### src/hw/rtl/assert_macros.svh
// Assertion macros used by the top level of the keypad code lock.
`ifndef ASSERT_MACROS_SVH
`define ASSERT_MACROS_SVH

// Same-cycle implication, disabled while reset is high.
`define KCL_ASSERT_IMPLIES(label, clk, rst, ante, cons) \
   label: assert property (@(posedge clk) disable iff (rst) (ante) |-> (cons)) \
      else $error("kcl assertion failed");

// Next-cycle implication, disabled while reset is high.
`define KCL_ASSERT_NEXT(label, clk, rst, ante, cons) \
   label: assert property (@(posedge clk) disable iff (rst) (ante) |=> (cons)) \
      else $error("kcl assertion failed");

`endif

### src/hw/rtl/kcl_pkg.sv
// Types, constants and register codes of the keypad code lock.
package kcl_pkg;

   localparam int MAX_CODE_KEYS_DEF = 4;
   localparam int TIMER_BITS_DEF    = 16;

   localparam int CSR_DATA_WIDTH  = 16;
   localparam int CSR_INDEX_WIDTH = 3;

   typedef enum logic [CSR_INDEX_WIDTH-1:0] {
      CSR_CODE_KEYS     = 3'd0,
      CSR_CODE_LENGTH   = 3'd1,
      CSR_VERIFY_TICKS  = 3'd2,
      CSR_OPEN_TICKS    = 3'd3,
      CSR_ALERT_TICKS   = 3'd4,
      CSR_LOCKOUT_TICKS = 3'd5,
      CSR_CLEAR_TICKS   = 3'd6,
      CSR_MAX_FAILURES  = 3'd7
   } csr_index_type;

   // Item kinds and special keys
   localparam logic       REQ_KEY   = 1'b0;
   localparam logic       REQ_TICK  = 1'b1;
   localparam logic [3:0] KEY_CLEAR = 4'd14;
   localparam logic [3:0] KEY_ENTER = 4'd15;

   // Fixed beep timing, in ticks
   localparam logic [31:0] GRANT_BEEP_TICKS = 32'd150;
   localparam logic [31:0] DENY_ON_TICKS    = 32'd300;
   localparam logic [31:0] DENY_OFF_TICKS   = 32'd150;
   localparam logic [2:0]  DENY_BEEPS       = 3'd3;
   localparam logic [2:0]  FAIL_COUNT_MAX   = 3'd7;

   typedef enum logic [8:0] {
      PH_IDLE       = 9'b000000001,
      PH_CLEARED    = 9'b000000010,
      PH_VERIFY     = 9'b000000100,
      PH_GRANT_BEEP = 9'b000001000,
      PH_GRANT_OPEN = 9'b000010000,
      PH_DENY_ON    = 9'b000100000,
      PH_DENY_OFF   = 9'b001000000,
      PH_DENY_HOLD  = 9'b010000000,
      PH_LOCKOUT    = 9'b100000000
   } phase_type;

   typedef enum logic [2:0] {
      MSG_PROMPT    = 3'd0,
      MSG_VERIFYING = 3'd1,
      MSG_ACCESS_OK = 3'd2,
      MSG_WRONG     = 3'd3,
      MSG_LOCKED    = 3'd4,
      MSG_CLEARED   = 3'd5
   } msg_type;

   typedef struct packed {
      logic       req_type;
      logic [3:0] key_code;
   } req_item_type;

   typedef struct packed {
      logic       lock_open;
      logic       green_led;
      logic       red_led;
      logic       buzzer;
      logic [2:0] display_msg;
      logic [2:0] entered_count;
      logic       busy_res;
   } rsp_item_type;

   typedef struct packed {
      logic [15:0] code_keys;
      logic [2:0]  code_length;
      logic [15:0] verify_ticks;
      logic [15:0] open_ticks;
      logic [15:0] alert_ticks;
      logic [15:0] lockout_ticks;
      logic [15:0] clear_ticks;
      logic [2:0]  max_failures;
   } cfg_type;

   localparam cfg_type CFG_RESET = '{
      code_keys:     16'd0,
      code_length:   3'd4,
      verify_ticks:  16'd500,
      open_ticks:    16'd4000,
      alert_ticks:   16'd1000,
      lockout_ticks: 16'd10000,
      clear_ticks:   16'd1000,
      max_failures:  3'd3
   };

endpackage

### src/hw/rtl/kcl_csr.sv
// Configuration register file of the keypad code lock.
module kcl_csr (
   input  logic                                 clock,
   input  logic                                 reset,
   input  logic                                 csr_we,
   input  logic [kcl_pkg::CSR_INDEX_WIDTH-1:0]  csr_index,
   input  logic [kcl_pkg::CSR_DATA_WIDTH-1:0]   csr_wdata,
   output kcl_pkg::cfg_type                     cfg
);

   kcl_pkg::cfg_type cfg_ff;
   kcl_pkg::cfg_type cfg_in;

   always_comb begin
      cfg_in = cfg_ff;
      if (csr_we) begin
         unique case (kcl_pkg::csr_index_type'(csr_index))
            kcl_pkg::CSR_CODE_KEYS:     cfg_in.code_keys     = csr_wdata;
            kcl_pkg::CSR_CODE_LENGTH:   cfg_in.code_length   = csr_wdata[2:0];
            kcl_pkg::CSR_VERIFY_TICKS:  cfg_in.verify_ticks  = csr_wdata;
            kcl_pkg::CSR_OPEN_TICKS:    cfg_in.open_ticks    = csr_wdata;
            kcl_pkg::CSR_ALERT_TICKS:   cfg_in.alert_ticks   = csr_wdata;
            kcl_pkg::CSR_LOCKOUT_TICKS: cfg_in.lockout_ticks = csr_wdata;
            kcl_pkg::CSR_CLEAR_TICKS:   cfg_in.clear_ticks   = csr_wdata;
            kcl_pkg::CSR_MAX_FAILURES:  cfg_in.max_failures  = csr_wdata[2:0];
            default: ;
         endcase
      end
   end

   always_ff @(posedge clock) begin
      if (reset) begin
         cfg_ff <= kcl_pkg::CFG_RESET;
      end else begin
         cfg_ff <= cfg_in;
      end
   end

   assign cfg = cfg_ff;

endmodule

### src/hw/rtl/kcl_seq.sv
// Phase sequencer, entry store and result decode of the keypad code lock.
module kcl_seq #(
   parameter int MAX_CODE_KEYS = kcl_pkg::MAX_CODE_KEYS_DEF,
   parameter int TIMER_BITS    = kcl_pkg::TIMER_BITS_DEF
) (
   input  logic                  clock,
   input  logic                  reset,
   input  logic                  step,
   input  kcl_pkg::req_item_type req_item,
   input  kcl_pkg::cfg_type      cfg,
   output kcl_pkg::rsp_item_type rsp_item
);

   localparam int CW         = $clog2(MAX_CODE_KEYS + 1);
   localparam int CODE_EXT_W = 4 * MAX_CODE_KEYS + 16;
   localparam logic [32:0]           TIMER_LIM = (33'd1 << TIMER_BITS) - 33'd1;
   localparam logic [TIMER_BITS-1:0] TIMER_ONE = TIMER_BITS'(1);

   // durations saturate to the timer width
   function automatic logic [TIMER_BITS-1:0] sat_ticks(input logic [31:0] ticks);
      if ({1'b0, ticks} > TIMER_LIM) begin
         return TIMER_LIM[TIMER_BITS-1:0];
      end
      return ticks[TIMER_BITS-1:0];
   endfunction

   kcl_pkg::phase_type    phase_ff, phase_in;
   logic [TIMER_BITS-1:0] timer_ff, timer_in;
   logic [1:0]            beep_ff, beep_in;
   logic [3:0]            keys_ff [MAX_CODE_KEYS];
   logic [3:0]            keys_in [MAX_CODE_KEYS];
   logic [CW-1:0]         count_ff, count_in;
   logic [2:0]            fail_ff, fail_in;

   logic                  match;
   logic [CODE_EXT_W-1:0] code_ext;
   logic [7:0]            count_ext;

   // length and every held key against the master code
   always_comb begin
      code_ext = CODE_EXT_W'(cfg.code_keys);
      match    = 1'b1;
      if (int'(count_ff) != int'(cfg.code_length) || cfg.code_length == 3'd0 ||
          int'(cfg.code_length) > MAX_CODE_KEYS) begin
         match = 1'b0;
      end
      for (int i = 0; i < MAX_CODE_KEYS; i++) begin
         if (i < int'(count_ff) && keys_ff[i] != code_ext[4*i +: 4]) begin
            match = 1'b0;
         end
      end
   end

   always_comb begin
      phase_in = phase_ff;
      timer_in = timer_ff;
      beep_in  = beep_ff;
      keys_in  = keys_ff;
      count_in = count_ff;
      fail_in  = fail_ff;

      if (req_item.req_type == kcl_pkg::REQ_TICK) begin
         if (phase_ff != kcl_pkg::PH_IDLE) begin
            if (timer_ff > TIMER_ONE) begin
               timer_in = timer_ff - TIMER_ONE;
            end else begin
               unique case (phase_ff)
                  kcl_pkg::PH_VERIFY: begin
                     if (match) begin
                        fail_in  = 3'd0;
                        phase_in = kcl_pkg::PH_GRANT_BEEP;
                        timer_in = sat_ticks(kcl_pkg::GRANT_BEEP_TICKS);
                     end else begin
                        if (fail_ff < kcl_pkg::FAIL_COUNT_MAX) begin
                           fail_in = fail_ff + 3'd1;
                        end
                        beep_in  = 2'd0;
                        phase_in = kcl_pkg::PH_DENY_ON;
                        timer_in = sat_ticks(kcl_pkg::DENY_ON_TICKS);
                     end
                     for (int i = 0; i < MAX_CODE_KEYS; i++) begin
                        keys_in[i] = 4'd0;
                     end
                     count_in = '0;
                  end
                  kcl_pkg::PH_GRANT_BEEP: begin
                     phase_in = kcl_pkg::PH_GRANT_OPEN;
                     timer_in = sat_ticks(32'(cfg.open_ticks));
                  end
                  kcl_pkg::PH_DENY_ON: begin
                     phase_in = kcl_pkg::PH_DENY_OFF;
                     timer_in = sat_ticks(kcl_pkg::DENY_OFF_TICKS);
                  end
                  kcl_pkg::PH_DENY_OFF: begin
                     if ({1'b0, beep_ff} + 3'd1 < kcl_pkg::DENY_BEEPS) begin
                        beep_in  = beep_ff + 2'd1;
                        phase_in = kcl_pkg::PH_DENY_ON;
                        timer_in = sat_ticks(kcl_pkg::DENY_ON_TICKS);
                     end else begin
                        beep_in  = 2'd0;
                        phase_in = kcl_pkg::PH_DENY_HOLD;
                        timer_in = sat_ticks(32'(cfg.alert_ticks));
                     end
                  end
                  kcl_pkg::PH_DENY_HOLD: begin
                     if (fail_ff >= cfg.max_failures) begin
                        phase_in = kcl_pkg::PH_LOCKOUT;
                        timer_in = sat_ticks(32'(cfg.lockout_ticks));
                     end else begin
                        phase_in = kcl_pkg::PH_IDLE;
                        timer_in = '0;
                     end
                  end
                  kcl_pkg::PH_LOCKOUT: begin
                     fail_in  = 3'd0;
                     phase_in = kcl_pkg::PH_IDLE;
                     timer_in = '0;
                  end
                  default: begin
                     phase_in = kcl_pkg::PH_IDLE;
                     timer_in = '0;
                  end
               endcase
            end
         end
      end else if (phase_ff == kcl_pkg::PH_IDLE) begin
         priority if (req_item.key_code == kcl_pkg::KEY_ENTER) begin
            if (count_ff != '0) begin
               phase_in = kcl_pkg::PH_VERIFY;
               timer_in = sat_ticks(32'(cfg.verify_ticks));
            end
         end else if (req_item.key_code == kcl_pkg::KEY_CLEAR) begin
            for (int i = 0; i < MAX_CODE_KEYS; i++) begin
               keys_in[i] = 4'd0;
            end
            count_in = '0;
            phase_in = kcl_pkg::PH_CLEARED;
            timer_in = sat_ticks(32'(cfg.clear_ticks));
         end else begin
            // a full entry ignores further keys
            if (int'(count_ff) < MAX_CODE_KEYS) begin
               for (int i = 0; i < MAX_CODE_KEYS; i++) begin
                  if (int'(count_ff) == i) begin
                     keys_in[i] = req_item.key_code;
                  end
               end
               count_in = count_ff + CW'(1);
            end
         end
      end
   end

   // result reflects the state after the update
   always_comb begin
      count_ext              = 8'(count_in);
      rsp_item               = '0;
      rsp_item.display_msg   = kcl_pkg::MSG_PROMPT;
      rsp_item.entered_count = count_ext[2:0];
      rsp_item.busy_res      = (phase_in != kcl_pkg::PH_IDLE);
      unique case (phase_in)
         kcl_pkg::PH_CLEARED: rsp_item.display_msg = kcl_pkg::MSG_CLEARED;
         kcl_pkg::PH_VERIFY:  rsp_item.display_msg = kcl_pkg::MSG_VERIFYING;
         kcl_pkg::PH_GRANT_BEEP: begin
            rsp_item.display_msg = kcl_pkg::MSG_VERIFYING;
            rsp_item.green_led   = 1'b1;
            rsp_item.buzzer      = 1'b1;
         end
         kcl_pkg::PH_GRANT_OPEN: begin
            rsp_item.display_msg = kcl_pkg::MSG_ACCESS_OK;
            rsp_item.green_led   = 1'b1;
            rsp_item.lock_open   = 1'b1;
         end
         kcl_pkg::PH_DENY_ON: begin
            rsp_item.display_msg = kcl_pkg::MSG_VERIFYING;
            rsp_item.red_led     = 1'b1;
            rsp_item.buzzer      = 1'b1;
         end
         kcl_pkg::PH_DENY_OFF: begin
            rsp_item.display_msg = kcl_pkg::MSG_VERIFYING;
            rsp_item.red_led     = 1'b1;
         end
         kcl_pkg::PH_DENY_HOLD: begin
            rsp_item.display_msg = kcl_pkg::MSG_WRONG;
            rsp_item.red_led     = 1'b1;
         end
         kcl_pkg::PH_LOCKOUT: begin
            rsp_item.display_msg = kcl_pkg::MSG_LOCKED;
            rsp_item.red_led     = 1'b1;
         end
         default: ;
      endcase
   end

   always_ff @(posedge clock) begin
      if (reset) begin
         phase_ff <= kcl_pkg::PH_IDLE;
         timer_ff <= '0;
         beep_ff  <= 2'd0;
         count_ff <= '0;
         fail_ff  <= 3'd0;
         for (int i = 0; i < MAX_CODE_KEYS; i++) begin
            keys_ff[i] <= 4'd0;
         end
      end else if (step) begin
         phase_ff <= phase_in;
         timer_ff <= timer_in;
         beep_ff  <= beep_in;
         count_ff <= count_in;
         fail_ff  <= fail_in;
         keys_ff  <= keys_in;
      end
   end

endmodule

### src/hw/rtl/keypad_code_lock_controller.sv
// Top level of the keypad code lock: input register, sequencer, result register.
//
//  channel | ports                          | carries
//  --------+--------------------------------+-------------------------------------
//  req     | req_valid req_ready req_data   | key event or 1 ms tick, one per item
//  rsp     | rsp_valid rsp_ready rsp_data   | LEDs, lock, buzzer, message, count
//  csr     | csr_we csr_index csr_wdata     | register write, no wait, no read-back
//
// One item per cycle sustained while the result is drained; a taken item is held in the input
// register, and its result is loaded into the result register when that item advances.
// The phase update between the input and result registers is combinational and sets that rate.
// Synchronous active-high reset empties both registers, closes the lock, clears the entry
// and failure count and loads the register defaults.
// A stalled result holds; the input register still takes one more item behind it.
`include "assert_macros.svh"

module keypad_code_lock_controller #(
   parameter int MAX_CODE_KEYS = kcl_pkg::MAX_CODE_KEYS_DEF,
   parameter int TIMER_BITS    = kcl_pkg::TIMER_BITS_DEF
) (
   input  logic                                clock,
   input  logic                                reset,
   // key / tick items
   input  logic                                req_valid,
   output logic                                req_ready,
   input  kcl_pkg::req_item_type               req_data,
   // result items
   output logic                                rsp_valid,
   input  logic                                rsp_ready,
   output kcl_pkg::rsp_item_type               rsp_data,
   // configuration writes
   input  logic                                csr_we,
   input  logic [kcl_pkg::CSR_INDEX_WIDTH-1:0] csr_index,
   input  logic [kcl_pkg::CSR_DATA_WIDTH-1:0]  csr_wdata
);

   // input register
   logic                  in_valid_ff, in_valid_in;
   kcl_pkg::req_item_type in_item_ff, in_item_in;
   // result register
   logic                  rsp_valid_ff, rsp_valid_in;
   kcl_pkg::rsp_item_type rsp_data_ff, rsp_data_in;

   logic                  req_take;
   logic                  advance;     // held item moves into the sequencer this cycle
   kcl_pkg::cfg_type      cfg;
   kcl_pkg::rsp_item_type seq_rsp;

   // terms for the checks at the end
   logic                  stalled_full;
   logic                  open_shown;
   logic                  open_quiet;
   logic                  idle_shown;
   logic                  idle_quiet;

   kcl_csr u_csr (
      .clock     (clock),
      .reset     (reset),
      .csr_we    (csr_we),
      .csr_index (csr_index),
      .csr_wdata (csr_wdata),
      .cfg       (cfg)
   );

   kcl_seq #(
      .MAX_CODE_KEYS (MAX_CODE_KEYS),
      .TIMER_BITS    (TIMER_BITS)
   ) u_seq (
      .clock    (clock),
      .reset    (reset),
      .step     (advance),
      .req_item (in_item_ff),
      .cfg      (cfg),
      .rsp_item (seq_rsp)
   );

   // the held item advances when the result slot is empty or being drained
   assign advance   = in_valid_ff && (!rsp_valid_ff || rsp_ready);
   assign req_ready = !in_valid_ff || advance;
   assign req_take  = req_valid && req_ready;

   always_comb begin
      in_valid_in = in_valid_ff;
      in_item_in  = in_item_ff;
      if (req_take) begin
         in_valid_in = 1'b1;
         in_item_in  = req_data;
      end else if (advance) begin
         in_valid_in = 1'b0;
      end

      rsp_valid_in = rsp_valid_ff;
      rsp_data_in  = rsp_data_ff;
      if (advance) begin
         rsp_valid_in = 1'b1;
         rsp_data_in  = seq_rsp;
      end else if (rsp_ready) begin
         rsp_valid_in = 1'b0;
      end
   end

   always_ff @(posedge clock) begin
      if (reset) begin
         in_valid_ff  <= 1'b0;
         rsp_valid_ff <= 1'b0;
      end else begin
         in_valid_ff  <= in_valid_in;
         rsp_valid_ff <= rsp_valid_in;
      end
   end

   // payload, no reset
   always_ff @(posedge clock) begin
      in_item_ff  <= in_item_in;
      rsp_data_ff <= rsp_data_in;
   end

   assign rsp_valid = rsp_valid_ff;
   assign rsp_data  = rsp_data_ff;

   assign stalled_full = rsp_valid_ff && !rsp_ready && in_valid_ff;
   assign open_shown   = rsp_valid_ff && rsp_data_ff.lock_open;
   assign open_quiet   = rsp_data_ff.green_led && !rsp_data_ff.red_led && !rsp_data_ff.buzzer;
   assign idle_shown   = rsp_valid_ff && !rsp_data_ff.busy_res;
   assign idle_quiet   = rsp_data_ff.display_msg == kcl_pkg::MSG_PROMPT &&
                         !rsp_data_ff.lock_open && !rsp_data_ff.green_led &&
                         !rsp_data_ff.red_led && !rsp_data_ff.buzzer;

   // a full input register behind a stalled result must hold off the sender
   `KCL_ASSERT_IMPLIES(a_stall_blocks_input, clock, reset, stalled_full, !req_ready)
   // an item handed to the sequencer always shows up as a result next cycle
   `KCL_ASSERT_NEXT(a_advance_gives_result, clock, reset, advance, rsp_valid_ff)
   // open lock only with green, never with red or buzzer
   `KCL_ASSERT_IMPLIES(a_open_is_granted, clock, reset, open_shown, open_quiet)
   // outside a timed phase every indicator is quiet and the prompt shows
   `KCL_ASSERT_IMPLIES(a_idle_quiet, clock, reset, idle_shown, idle_quiet)

endmodule
### config.mk
export PLATFORM = sky130hd
export DESIGN_NAME = keypad_code_lock_controller
export DESIGN_NICKNAME = d
export VERILOG_FILES = /design/src/hw/rtl/kcl_pkg.sv /design/src/hw/rtl/kcl_csr.sv /design/src/hw/rtl/kcl_seq.sv /design/src/hw/rtl/keypad_code_lock_controller.sv
export VERILOG_INCLUDE_DIRS = /design/src /design/src/hw/rtl
export SDC_FILE = /design/constraint.sdc
export NUM_CORES = 1
export LEC_CHECK = 0
export ABC_AREA = 1
export BUFFER_PORTS_ARGS = -buffer_cell sky130_fd_sc_hd__buf_2
export CAP_MARGIN = 20
export CORE_MARGIN = 3
export CORE_UTILIZATION = 51
export DETAILED_ROUTE_END_ITERATION = 8
export MAX_ROUTING_LAYER = met4
export PLACE_DENSITY = 0.68
export SLEW_MARGIN = 20
export SYNTH_ARGS = -nofsm -noshare
export SYNTH_HDL_FRONTEND = slang
export SYNTH_SLANG_ARGS = --single-unit
### constraint.sdc
create_clock -name clock -period 3 [get_ports clock]
set_input_delay 0.3 -clock clock [delete_from_list [all_inputs] [get_ports clock]]
set_output_delay 0.3 -clock clock [all_outputs]
set_load 0.01 [all_outputs]
==> Word-level counts from Yosys, hierarchy flattened <==
Cells that the tools add are included.
{ "totals": {"register_bits": 169, "in_bits": 29, "out_inout_bits": 13, "word_cells": 193} }
{ "op_classes": {"add_sub_neg": 5, "order_cmp": 10, "eq_ne": 41, "mux": 62, "n_bitwise": 1, "reduce_logical": 46} }
{ "op_table": {"columns": ["operator", "count"], "rows": [
  ["$mux W16", 17],
  ["$mux W9", 9],
  ["$pmux W16 S5", 1],
  ["$pmux W9 S5", 1],
  ["$reduce_and A8 Y1", 4],
  ["$mux W3", 10],
  ["$reduce_bool A3 Y1", 7],
  ["$eq A3 B3 Y1 const B", 6],
  ["$eq A9 B3 Y1 const B", 2],
  ["$eq A9 B4 Y1 const B", 2],
  ["$eq A9 B6 Y1 const B", 2],
  ["$eq A9 B7 Y1 const B", 2],
  ["$eq A9 B8 Y1 const B", 2],
  ["$eq A9 B9 Y1 const B", 2],
  ["$ne A9 B1 Y1 const B", 2],
  ["$gt A16 B1 Y1 const B", 1],
  ["$mux W4", 4],
  ["$ne A4 B4 Y1", 4],
  ["$reduce_and A2 Y1", 8],
  ["$sub A16 B1 Y16 const B", 1],
  ["$pmux W3 S5", 1],
  ["$mux W1", 13],
  ["$reduce_and A6 Y1", 2],
  ["$reduce_bool A2 Y1", 5],
  ["33 further kinds", 57]
]} }

==> Longest topological paths before layout <==
Gate-level depths: netlist (run 1).
{ "depth": {"word_depth": 16, "ltp_mapped": 18, "mapped_depth_nobuf": 18} }

==> By module <==
Synthesis (run 1) repeated with hierarchy kept, for this count alone.
{ "unflattened": {"hier_cells": 1359, "area_unflattened_um2": 9126.3} }
{ "by_module_without_submodules": {"columns": ["mod", "n_inst", "cells_each", "area_each_um2", "seq_area_each_um2"], "rows": [
  ["kcl_seq", 1, 775, 4555.6, 980.9],
  ["kcl_csr", 1, 556, 3998.8, 2042.0],
  ["keypad_code_lock_controller", 1, 28, 571.8, 520.5]
]} }

==> Worst setup path after synthesis (run 1) <==
No wires, ideal clock.
{ "synth_timing": {"kind": "register to register", "startpoint": "reg in_item_ff[4] (netlist bit)", "endpoint": "reg u_seq.keys_ff[9] (netlist bit)", "setup_time_ns": 0.118, "arrival_time_ns": 2.322, "t_required_ns": 2.882, "slack_ns": 0.559, "path_stages_with_launch": 14, "path_buffers": 4, "period_less_slack_ns": 2.441, "path_cell_list": "edfxtp_1 > buf_2 > inv_1 > buf_2 > clkbuf_1 > ha_1 > nor2_1 > nand2_1 > a221oi_1 > nand2_2 > or2_0 > buf_2 > o21ai_1 > a21oi_1"} }
{ "synth_via": {"elab_chain_len": 2, "elab_cells_between_ends": 9, "classes_between": "eq/ne (4); mux (1); reduce/logical (4)"} }
{ "synth_lines": {"columns": ["item", "line_no", "source"], "rows": [
  ["start, declared", "keypad_code_lock_controller.sv:39", "kcl_pkg::req_item_type in_item_ff, in_item_in;"],
  ["start signal, assigned", "keypad_code_lock_controller.sv:114", "in_item_ff <= in_item_in;"],
  ["$ne A2 B1 Y1 (no line) (tied with other cells)", null, null],
  ["$reduce_and A8 Y1 (no line)", null, null],
  ["end signal, assigned", "kcl_seq.sv:210", "keys_ff <= keys_in;"],
  ["end, declared", "kcl_seq.sv:30", "logic [3:0] keys_ff [MAX_CODE_KEYS];"]
]} }
Parallel ways exist; a longest one is shown, timed or not.
A chain may end at the register's enable or synchronous reset.

==> Worst setup path in the final report (run 1) <==
{ "layout_timing": {"startpoint": "reg u_seq.phase_ff[8]", "endpoint": "reg u_seq.keys_ff[11] (netlist bit)"} }
{ "layout_via": {"elab_chain_len": 3, "elab_cells_between_ends": 7, "classes_between": "eq/ne (5); reduce/logical (2)"} }
{ "layout_lines": {"columns": ["item", "line_no", "source"], "rows": [
  ["start, declared", "kcl_seq.sv:27", "kcl_pkg::phase_type phase_ff, phase_in;"],
  ["start signal, assigned", "kcl_seq.sv:196", "phase_ff <= kcl_pkg::PH_IDLE;"],
  ["start signal, assigned", "kcl_seq.sv:205", "phase_ff <= phase_in;"],
  ["$ne A9 B1 Y1 (tied with other cells)", "kcl_seq.sv:63", "if (phase_ff != kcl_pkg::PH_IDLE) begin"],
  ["$ne A2 B1 Y1 (no line) or $reduce_bool A2 Y1 (tied branches)", null, null],
  ["$reduce_and A8 Y1 (no line) (*)", null, null]
]} }
Every way passes the cells marked *; elsewhere a longest branch is shown, timed or not.

==> results of run 1 <==
-- state kept, by name, indices dropped and copies added (netlist names) --
| signal | count |
|---|---|
| in_item_ff | 5 |
| in_valid_ff | 1 |
| rsp_data | 11 |
| rsp_valid | 1 |
| u_csr.cfg | 102 |
| u_seq.beep_ff | 2 |
| u_seq.count_ff | 3 |
| u_seq.fail_ff | 3 |
| u_seq.keys_ff | 16 |
| u_seq.phase_ff | 9 |
| u_seq.timer_ff | 16 |
-- per-stage QoR --
stage	total power, mW	util [%]	worst slack, ps	instances
after global routing	5.85	58.2	154	1512
final	5.58	58.2	356	1512
after global placement	3.41	54.6	526	1481
after floorplan	3.15	-	559	1254
after CTS	5.60	58.2	378	1512
after detailed placement	3.42	54.6	416	1481
-- logic make-up (layout without fill, tap and decap cells) --
family	count (synthesis)	after routing	synth area share [%]
buffers and inverters	215	253	9.53
xor gates and xnor gates	5	5	0.504
DFF	169	169	40.8
AOI/OAI and AO/OA	329	329	20.5
adders and majority gates	12	12	1.73
and+or+nand+nor	524	524	26.9
-- metal layers --
layer | track usage, % | share of wire, % | wire (µm)
met5 | - | 0 | 0
met4 | 8.85 | 2.5 | 595
met3 | 4.19 | 5.0 | 1200
met2 | 43.3 | 46 | 11100
met1 | 36.4 | 46 | 11100
-- cell usage after synthesis, types with 3 or more instances --
| cell | number | area [µm²] |
|---|---|---|
| nand2_1 | 239 | 897 |
| nor2_1 | 154 | 578 |
| dfxtp_1 | 153 | 3060 |
| inv_1 | 149 | 559 |
| o21ai_0 | 146 | 731 |
| a21oi_1 | 132 | 661 |
| nand3_1 | 52 | 260 |
| clkbuf_1 | 38 | 143 |
| o211ai_1 | 20 | 150 |
| nand2_2 | 19 | 119 |
| edfxtp_1 | 16 | 480 |
| inv_2 | 13 | 48.8 |
| ha_1 | 12 | 150 |
| nor3_1 | 12 | 60.1 |
| buf_2 | 9 | 45.0 |
| nand4_1 | 9 | 56.3 |
| nor2_2 | 9 | 56.3 |
| nor2_4 | 9 | 101 |
| o21ai_1 | 7 | 35.0 |
| a221oi_1 | 6 | 52.6 |
| xor2_1 | 5 | 43.8 |
| clkinv_1 | 4 | 15.0 |
| nand3_2 | 4 | 40.0 |
| o221ai_1 | 4 | 35.0 |
| o21ai_2 | 3 | 26.3 |
-- cell type report --
| cell class | count | area (µm²) | area share [%] |
|---|---|---|---|
| clock buffer | 23 | 508 | 5.25 |
| clock inverter | 8 | 85.1 | 0.879 |
| inverter | 167 | 629 | 6.50 |
| multi-input combinational | 870 | 4320 | 44.6 |
| sequential | 169 | 3540 | 36.6 |
| tap | 220 | 275 | 2.84 |
| timing repair buffer | 55 | 323 | 3.33 |
-- worst paths after layout --
path | endpoint
setup / recovery | u_seq.keys_ff[11]$_SDFFE_PP0P_
hold / removal | in_item_ff[3]$_DFFE_PP_
setup reg to reg | u_seq.keys_ff[11]$_SDFFE_PP0P_
hold reg to reg | u_csr.cfg[52]$_SDFFE_PP0P_
-- critical path, cell delays in order, from the launching register on --
cell	delay (ps)
dfxtp_1	350
inv_2	140
nand2_1	120
nand3b_2	290
ha_1	220
nor2_1	130
nand2_1	70
a221oi_1	400
nand2_2	150
or2_0	390
o21ai_1	210
a21oi_1	60
-- report_power, final --
group | internal (mW) | switching (mW)
Sequential | 2.38 | 0.0668
Clock | 1.28 | 0.922
Combinational | 0.288 | 0.652
==> summary.txt, run 1 <==
Critical path
  • Required @ worst endpoint: 3300 ps
  • Worst R2R Path Depth: 11
  • Critical Path Start Type: flip-flop
  • Internal reg-to-reg setup slack: 360 ps
  • CP Class: flip-flop to flip-flop
  • Worst r2r src: u_seq.phase_ff[8]$_SDFFE_PP0P_
  • CP max FO: 8
  • Critical path startpoint: u_seq.phase_ff[8]$_SDFFE_PP0P_
  • CP Capture Type: flip-flop
  • CP Data Arrival Time: 2950 ps

Logic synthesis
  • Mapped Cells: 1254
  • Ys async rst share: 0%
  • Distinct cells, synth: 49
  • Post-Syn Area: 8690 µm²
  • Sequential area share after synthesis: 40.8%
  • Syn_nets: 1295
  • Avg Inst Size Synth: 6.93 µm²
  • Synth Warn #: 0
  • Register bit count reported by yosys: 169
  • Main flop type after synthesis: dfxtp_1
  • Number of enable flip-flop cells after synthesis: 16

Timing
  • Pins Over Slew Limit: 0
  • Final period utilization: 88.1%
  • Slew margin rel.: 52.5%
  • Hold Violations, Final: 0
  • Hold_ws: 50.1 ps
  • Least-Margin Pin Slew: 712 ps
  • Setup TNS: 0 ps
  • Max frequency: 0.378 GHz
  • Final min period: 2640 ps
  • Layout Skew: 13.2 ps
  • Unrepaired setup endpoints after global routing: no
  • Finish-stage setup viols: 0

Floorplan
  • CORE AREA: 16600 µm²
  • Die area: 18600 µm²
  • Initial Util: 52.2%
  • Die X-Extent: 137 µm
  • Std-Cell Rows: 47
  • DIE HEIGHT: 137 µm
  • # IOs: 42

Global routing
  • Total congestion overflow: 0
  • Vias in the first global route: 7545
  • Largest net degree at the start of global routing: 97
  • First-pass GRT wire length: 39100 µm
  • Antenna violations before repair: 0
  • Tot GR Track Use: 27.4%

Final layout
  • Final instance area: 9680 µm²
  • Fill count: 1613
  • Most frequent cells in the layout: 239 x nand2_1, 154 x nor2_1, 153 x dfxtp_1
  • Diode count: 0
  • Most common cell after layout, fill and taps aside: nand2_1
  • Area Growth Syn to Fin: 11.4%
  • Nets: 1321
  • Layout cells sized above 1: 12.0%

Routing
  • Initial drt markers: 750
  • Final wirelength: 24000 µm
  • Via count: 8161
  • Avg WL per Cell: 15.9 µm
  • DRC violations left: 0
  • Routed Antenna Nets: 0
  • DRT Pass-1 Iters: 5
  • DR vias/cell: 5.40

Place
  • Port-buffer cells: 41
  • GPL Wtd Cong: 0.915
  • Hpwl dp: 16900 µm
  • Placed cell area: 9090 µm²

Run status
  • Status: finished clean

CTS
  • Clk buf depth: 2
  • Hold buffer count at CTS: 0
  • Clock Sinks: 169
  • H-tree levels: 4
  • Post-CTS Setup Bufs: 0
  • CTS buffer count: 17
  • TritonCTS clock tree: built
  • CTS resizes: 0
  • Clock root buffer master: clkbuf_16
  • Skew-Pair Late Insertion Delay: 430 ps
  • Clk pin slew, worst setup/hold paths: 60 ps

Worst hold path
  • WHS Path Cells: 1
  • HP Class: primary input to flip-flop
  • Hold Path Origin: req_data[3]

Job
  • Max Cap Viol: 0

Power and ir drop
  • Leakage power: 4.36 nW
  • P per Cell Area: 577 nW/µm²
  • Max VDD drop: 0.460 mV
Power figures use the tool's default switching activity.
==> inputs of run 2 (changes only) <==
ABC_AREA = not set   (was 1)
==> run 2 against run 1 <==
Maximum frequency decreased by 8.7%; first-iteration DRC count is 9.7% lower; synthesized cell count decreased by 15%; register-to-register slack got worse by 250 ps; non-clock buffer count grew 24; sequential share of layout area is 0.47 points higher; sequential cell count stayed put; total power fell by 6.1%; combinational power down 11%; utilization rose by 1.1 points; wire length fell by 4.7%; cell count decreased by 13%.
==> summary.txt, run 2 <==
CTS
  • Clock root buffer master: clkbuf_16 (unchanged)
  • CTS buffer count: 17 (unchanged)
  • H-tree levels: 4 (unchanged)
  • Skew-Pair Late Insertion Delay: 430 ps (about the same)
  • Clk buf depth: 2 (unchanged)
  • Clk pin slew, worst setup/hold paths: 60 ps (about the same)
  • Clock Sinks: 169 (unchanged)
  • Hold buffer count at CTS: 0 (unchanged)
  • TritonCTS clock tree: built (unchanged)

Floorplan
  • # IOs: 42 (unchanged)
  • Die area: 18200 µm² (was 18600 µm²)
  • CORE AREA: 16100 µm² (was 16600 µm²)
  • Std-Cell Rows: 46 (was 47)
  • DIE HEIGHT: 135 µm (was 137 µm)
  • Die X-Extent: 135 µm (was 137 µm)
  • Initial Util: 52.7% (was 52.2%)

Timing
  • Max frequency: 0.345 GHz (was 0.378 GHz)
  • Setup TNS: 0 ps (unchanged)
  • Finish-stage setup viols: 0 (unchanged)
  • Unrepaired setup endpoints after global routing: no (unchanged)
  • Hold Violations, Final: 0 (unchanged)
  • Pins Over Slew Limit: 0 (unchanged)
  • Least-Margin Pin Slew: 921 ps (was 712 ps)
  • Slew margin rel.: 38.4% (was 52.5%)
  • Hold_ws: 48.5 ps (was 50.1 ps)
  • Final period utilization: 96.5% (was 88.1%)
  • Final min period: 2900 ps (was 2640 ps)
  • Layout Skew: 12.9 ps (was 13.2 ps)

Critical path
  • CP Class: flip-flop to flip-flop (unchanged)
  • CP Data Arrival Time: 3220 ps (was 2950 ps)
  • Critical Path Start Type: flip-flop (unchanged)
  • CP Capture Type: flip-flop (unchanged)
  • Internal reg-to-reg setup slack: 100 ps (was 360 ps)
  • CP max FO: 5 (was 8)
  • Worst R2R Path Depth: 8 (was 11)
  • Reg-to-Reg End: u_seq.keys_ff[6]$_SDFFE_PP0P_ (was u_seq.keys_ff[11]$_SDFFE_PP0P_)
  • Worst r2r src: u_seq.phase_ff[3]$_SDFFE_PP0P_ (was u_seq.phase_ff[8]$_SDFFE_PP0P_)
  • Required @ worst endpoint: 3320 ps (was 3300 ps)

Global routing
  • Antenna violations before repair: 0 (unchanged)
  • Vias in the first global route: 6974 (was 7545)
  • Tot GR Track Use: 26.6% (was 27.4%)
  • Largest net degree at the start of global routing: 77 (was 97)
  • First-pass GRT wire length: 37300 µm (was 39100 µm)
  • Total congestion overflow: 0 (unchanged)

Final layout
  • Diode count: 0 (unchanged)
  • Number of flip-flops in the largest register: 102 (unchanged)
  • Most frequent cells in the layout: 279 x nand2_1, 153 x dfxtp_1, 108 x a21oi_1 (was 239 x nand2_1, 154 x nor2_1, 153 x dfxtp_1)
  • Layout cells sized above 1: 13.2% (was 12.0%)
  • Nets: 1134 (was 1321)
  • Fill count: 1528 (was 1613)
  • Register area: 3540 µm² (unchanged)
  • Combined area of the multi-input logic cells: 4650 µm² (was 4320 µm²)
  • Most common cell after layout, fill and taps aside: nand2_1 (unchanged)
  • Area Growth Syn to Fin: 12.5% (was 11.4%)

Worst hold path
  • WHS Path Cells: 1 (unchanged)
  • HP Class: primary input to flip-flop (unchanged)
  • Hold Path Origin: req_data[3] (unchanged)
  • WHS Endpoint: in_item_ff[3]$_DFFE_PP_ (unchanged)

Logic synthesis
  • Most numerous cell in the Yosys netlist: nand2_1 (unchanged)
  • Avg Inst Size Synth: 8.02 µm² (was 6.93 µm²)
  • Syn_nets: 1101 (was 1295)
  • Post-Syn Area: 8500 µm² (was 8690 µm²)
  • Ys async rst share: 0% (unchanged)
  • Distinct cells, synth: 75 (was 49)
  • Synth top cells by count: 279 x nand2_1, 153 x dfxtp_1, 108 x a21oi_1 (was 239 x nand2_1, 154 x nor2_1, 153 x dfxtp_1)
  • Yosys top cell by area: dfxtp_1 (unchanged)
  • Synth top area share: 36.0% (was 35.3%)
  • Mapped Cells: 1060 (was 1254)
  • Dominant cells by area after synthesis: dfxtp_1 36%, nand2_1 12%, a21oi_1 6.4% (was dfxtp_1 35%, nand2_1 10%, o21ai_0 8.4%)
  • Synth Warn #: 0 (unchanged)
  • Register bit count reported by yosys: 169 (unchanged)
  • Sequential area share after synthesis: 41.7% (was 40.8%)
  • Main flop type after synthesis: dfxtp_1 (unchanged)
  • Number of enable flip-flop cells after synthesis: 16 (unchanged)

Power and ir drop
  • P per Cell Area: 548 nW/µm² (was 577 nW/µm²)
  • Comb pwr share: 15.9% (was 16.9%)
  • Leakage power: 3.54 nW (was 4.36 nW)
  • Switching part of the total: 28.0% (was 29.4%)
  • Max VDD drop: 0.413 mV (was 0.460 mV)
  • Internal power: 3.78 mW (was 3.94 mW)
  • Sequential share of power: 45.9% (was 43.8%)
  • Sw power: 1.47 mW (was 1.64 mW)
  • Clk pwr share: 38.2% (was 39.4%)

Routing
  • DR vias/cell: 5.72 (was 5.40)
  • Via count: 7562 (was 8161)
  • Avg WL per Cell: 17.3 µm (was 15.9 µm)
  • Initial drt markers: 677 (was 750)
  • DRC violations left: 0 (unchanged)
  • DRT Pass-1 Iters: 6 (was 5)
  • Routed Antenna Nets: 0 (unchanged)
  • Final wirelength: 22900 µm (was 24000 µm)

Place
  • Port-buffer cells: 41 (unchanged)
  • Hpwl dp: 16200 µm (was 16900 µm)
  • GPL Wtd Cong: 0.912 (was 0.915)

Job
  • Max Cap Viol: 0 (unchanged)

Run status
  • Status: finished clean (unchanged)
## run 2: area by class of cell
cell class              instances  share of cell area [%]
well taps                     216                    2.83
multi-input cells             810                    48.6
inverters                      16                   0.628
repair buffers                 79                    5.29
clock buffers                  21                    4.82
clock inverters                10                   0.720
flip-flops and latches        169                    37.1
## run 2: metal layers
layer / vias to the layer above / global-route usage [%] / wire [µm]
met4: 0 / 9.18 / 601
met2: 268 / 38.4 / 10100
li1: 3740 / - / -
met5: - / - / 0
met1: 3517 / 36.7 / 10300
met3: 37 / 6.37 / 1910
## run 2: cells by family after synthesis
logic type                 synth area share [%]
AOI/OAI and AO/OA                          17.0
adders and majority gates                  1.77
buffers and inverters                      3.83
muxes                                      2.50
and+or+nand+nor                            29.5
DFF                                        41.7
xor gates and xnor gates                   3.71
## run 2: how the worst max path moves through the flow
stage / end / slack, ps / startpoint
finish: u_seq.keys_ff[6]$_SDFFE_PP0P_ / 100 / u_seq.phase_ff[3]$_SDFFE_PP0P_
global route: u_seq.keys_ff[14]$_SDFFE_PP0P_ / 2 / u_seq.phase_ff[3]$_SDFFE_PP0P_
global placement: u_seq.keys_ff[15]$_SDFFE_PP0P_ / 130 / u_seq.phase_ff[4]$_SDFFE_PP0P_
floorplan: u_seq.keys_ff[12]$_SDFFE_PP0P_ / 4 / u_seq.phase_ff[2]$_SDFFE_PP0P_
detailed placement: u_seq.keys_ff[14]$_SDFFE_PP0P_ / 110 / u_seq.phase_ff[4]$_SDFFE_PP0P_
CTS: u_seq.keys_ff[14]$_SDFFE_PP0P_ / 90 / u_seq.phase_ff[4]$_SDFFE_PP0P_
## run 2: power by group through the flow
| stage | Clock, mW | Sequential, mW | Combinational (mW) |
|---|---|---|---|
| after floorplan | 0 | 2.44 | 0.591 |
| after global placement | 0 | 2.45 | 0.810 |
| after detailed placement | 0 | 2.45 | 0.811 |
| after CTS | 2.02 | 2.40 | 0.819 |
| after global routing | 2.12 | 2.41 | 0.919 |
| final | 2.00 | 2.40 | 0.834 |
## run 2: worst max-delay path, stage by stage, from the launching register on
cell	delay (ps)
dfxtp_1	320
or4_4	580
or3_4	400
ha_2	190
or3_4	390
or3_4	440
a21oi_4	210
mux2i_1	230
nor2_1	50
## run 2: timing repair
item / CTS / global route
endpoints found under the setup margin: 0 / 15
resized for setup: 0 / 4
setup buffers: 0 / 1
## run 2: through the flow
step                      setup slack [ps]  util (%)  std cells  instance area, µm²  power (mW)
after detailed placement               110      55.9       1289                9000        3.26
after global routing                  1.59      59.3       1321                9560        5.45
after CTS                             87.7      59.2       1320                9530        5.24
final                                  105      59.3       1321                9560        5.24
after global placement                 133      55.9       1289                9000        3.26
after floorplan                       4.42         -       1060                8510        3.04
==> inputs of run 3 (changes only) <==
REMOVE_ABC_BUFFERS = 1   (was not set)
==> run 3 against run 2 <==
Sequential cell count is the same; critical path depth is the same; largest cell class unchanged; first-iteration DRC count shrank 4.6%; clock power grew 12%; count of clock-buffer cells in the layout shrank 3; clock skew shrank 1.8 ps; largest power group unchanged.
==> summary.txt, run 3 (synthesis results as in run 2) <==
Floorplan
  • Die X-Extent: 135 µm (unchanged)
  • Initial Util: 52.7% (unchanged)
  • Die area: 18200 µm² (unchanged)
  • Std-Cell Rows: 46 (unchanged)
  • CORE AREA: 16100 µm² (unchanged)
  • DIE HEIGHT: 135 µm (unchanged)
  • # IOs: 42 (unchanged)

Critical path
  • Number of cells on the critical path: 8 (unchanged)
  • Critical path startpoint: u_seq.phase_ff[3]$_SDFFE_PP0P_ (unchanged)
  • Required @ worst endpoint: 3290 ps (was 3320 ps)
  • Crit path buf inv count: 0 (unchanged)
  • CP Data Arrival Time: 3150 ps (was 3220 ps)
  • Crit path capture: u_seq.keys_ff[5]$_SDFFE_PP0P_ (was u_seq.keys_ff[6]$_SDFFE_PP0P_)
  • Critical Path Start Type: flip-flop (unchanged)
  • CP Capture Type: flip-flop (unchanged)
  • Internal reg-to-reg setup slack: 130 ps (was 100 ps)
  • Worst R2R Path Depth: 8 (unchanged)
  • Cells along the critical path: or4_4, or3_1, ha_2, or3_4, or3_4, a21oi_4, mux2i_1, nor2_1 (was or4_4, or3_4, ha_2, or3_4, or3_4, a21oi_4, mux2i_1, nor2_1)
  • Worst r2r src: u_seq.phase_ff[3]$_SDFFE_PP0P_ (unchanged)
  • CP max FO: 4 (was 5)
  • Largest delay share family, worst path: simple AND/OR/NAND/NOR gates (unchanged)
  • Reg-to-Reg End: u_seq.keys_ff[5]$_SDFFE_PP0P_ (was u_seq.keys_ff[6]$_SDFFE_PP0P_)
  • Crit path max-delay cell type: or4_4 (unchanged)
  • Most used cell, CP: or3_4 (unchanged)
  • CP Class: flip-flop to flip-flop (unchanged)
  • Max incr delay on CP: 550 ps (was 580 ps)

Timing
  • Final min period: 2870 ps (was 2900 ps)
  • Least-Margin Pin Slew: 860 ps (was 921 ps)
  • Slew margin rel.: 42.5% (was 38.4%)
  • Hold Violations, Final: 0 (unchanged)
  • Finish-stage setup viols: 0 (unchanged)
  • Final period utilization: 95.5% (was 96.5%)
  • Unrepaired setup endpoints after global routing: no (unchanged)
  • Layout Skew: 11.1 ps (was 12.9 ps)
  • Pins Over Slew Limit: 0 (unchanged)
  • Max frequency: 0.349 GHz (was 0.345 GHz)

Routing
  • Via count: 7584 (was 7562)
  • DRT Pass-1 Iters: 5 (was 6)
  • DR vias/cell: 5.71 (was 5.72)
  • DRC violations left: 0 (unchanged)
  • Initial drt markers: 646 (was 677)
  • Avg WL per Cell: 17.5 µm (was 17.3 µm)
  • Routed Antenna Nets: 0 (unchanged)
  • Final wirelength: 23300 µm (was 22900 µm)

Final layout
  • Diode count: 0 (unchanged)
  • Most frequent cells in the layout: 279 x nand2_1, 153 x dfxtp_1, 108 x a21oi_1 (unchanged)
  • Layout cells sized above 1: 13.8% (was 13.2%)
  • Most common cell after layout, fill and taps aside: nand2_1 (unchanged)
  • Final instance area: 9670 µm² (was 9560 µm²)
  • Number of flip-flops in the largest register: 102 (unchanged)
  • Area Growth Syn to Fin: 13.8% (was 12.5%)
  • Nets: 1140 (was 1134)

Global routing
  • Tot GR Track Use: 26.4% (was 26.6%)
  • Vias in the first global route: 6764 (was 6974)
  • Largest net degree at the start of global routing: 71 (was 77)
  • Total congestion overflow: 0 (unchanged)
  • Antenna violations before repair: 0 (unchanged)
  • First-pass GRT wire length: 36900 µm (was 37300 µm)

Job
  • Max Cap Viol: 0 (unchanged)

Worst hold path
  • HP Class: primary input to flip-flop (unchanged)

Place
  • Placed cell area: 9060 µm² (was 9000 µm²)
  • Port-buffer cells: 41 (unchanged)
  • Hpwl dp: 16300 µm (was 16200 µm)
  • GPL Wtd Cong: 0.913 (was 0.912)

CTS
  • Clk pin slew, worst setup/hold paths: 70 ps (was 60 ps)
  • CTS buffer count: 17 (unchanged)
  • Clk buf depth: 2 (unchanged)
  • Clock root buffer master: clkbuf_16 (unchanged)
  • H-tree levels: 4 (unchanged)
  • Hold buffer count at CTS: 0 (unchanged)
  • Clock Sinks: 169 (unchanged)
  • Skew-Pair Late Insertion Delay: 440 ps (was 430 ps)
  • TritonCTS clock tree: built (unchanged)

Power and ir drop
  • PnR Total Power: 5.48 mW (was 5.24 mW)
  • Sequential share of power: 43.8% (was 45.9%)
  • Leakage power: 3.61 nW (was 3.54 nW)
  • P per Cell Area: 566 nW/µm² (was 548 nW/µm²)
  • Clk pwr share: 40.8% (was 38.2%)
  • Max VDD drop: 0.427 mV (was 0.413 mV)
  • Internal power: 3.90 mW (was 3.78 mW)
  • Switching part of the total: 28.8% (was 28.0%)
  • Comb pwr share: 15.4% (was 15.9%)
  • Sw power: 1.58 mW (was 1.47 mW)

Run status
  • Status: finished clean (unchanged)
[run 3: routing by layer]
layer	share of wire (%)	routed length (µm)	track usage [%]
met3	7.1	1660	5.29
met5	0	0	-
met1	48	11200	38.3
met2	43	10100	38.0
met4	1.3	312	6.44
[run 3: through the flow]
stage,TNS (ps),util (%),hold slack [ps],setup WS (ps),cells
floorplan,-392,-,369,-32.7,995
CTS,0,59.9,25.3,62.8,1328
global route,0,60.0,24.8,22.3,1328
finish,0,60.0,34.9,134,1328
global placement,0,56.2,439,114,1296
detailed placement,0,56.2,446,101,1296
[run 3: worst min path at each step]
stage                               startpoint                             end  slack [ps]  cells past startpoint
floorplan                                reset  u_seq.timer_ff[1]$_SDFFE_PP0P_         370                      1
global placement     u_csr.cfg[4]$_SDFFE_PP0P_       u_csr.cfg[4]$_SDFFE_PP0P_         440                      2
detailed placement  u_csr.cfg[68]$_SDFFE_PP0P_      u_csr.cfg[68]$_SDFFE_PP0P_         450                      2
CTS                                req_data[1]         in_item_ff[1]$_DFFE_PP_          30                      1
global route                       req_data[2]         in_item_ff[2]$_DFFE_PP_          20                      1
finish                             req_data[1]         in_item_ff[1]$_DFFE_PP_          30                      1
[run 3: power by group through the flow]
stage                     logic [mW]  clock network (mW)  registers (mW)
after floorplan                0.520                   0            2.45
after global placement         0.822                   0            2.45
after detailed placement       0.823                   0            2.45
after CTS                      0.830                2.25            2.40
after global routing           0.925                2.34            2.41
final                          0.842                2.23            2.40
[run 3: cell type report]
cell class              count  area (µm²)
clock buffers              18         450
clock inverters            14         145
fillers                  1490        6450
inverters                  16        60.1
multi-input cells         810        4650
flip-flops and latches    169        3540
well taps                 216         270
repair buffers             85         551
[run 3: repair_timing]
action	in CTS	in global routing
gates resized for setup	0	4
setup buffers	0	0
hold endpoints to repair	0	0
endpoints found under the setup margin	0	27
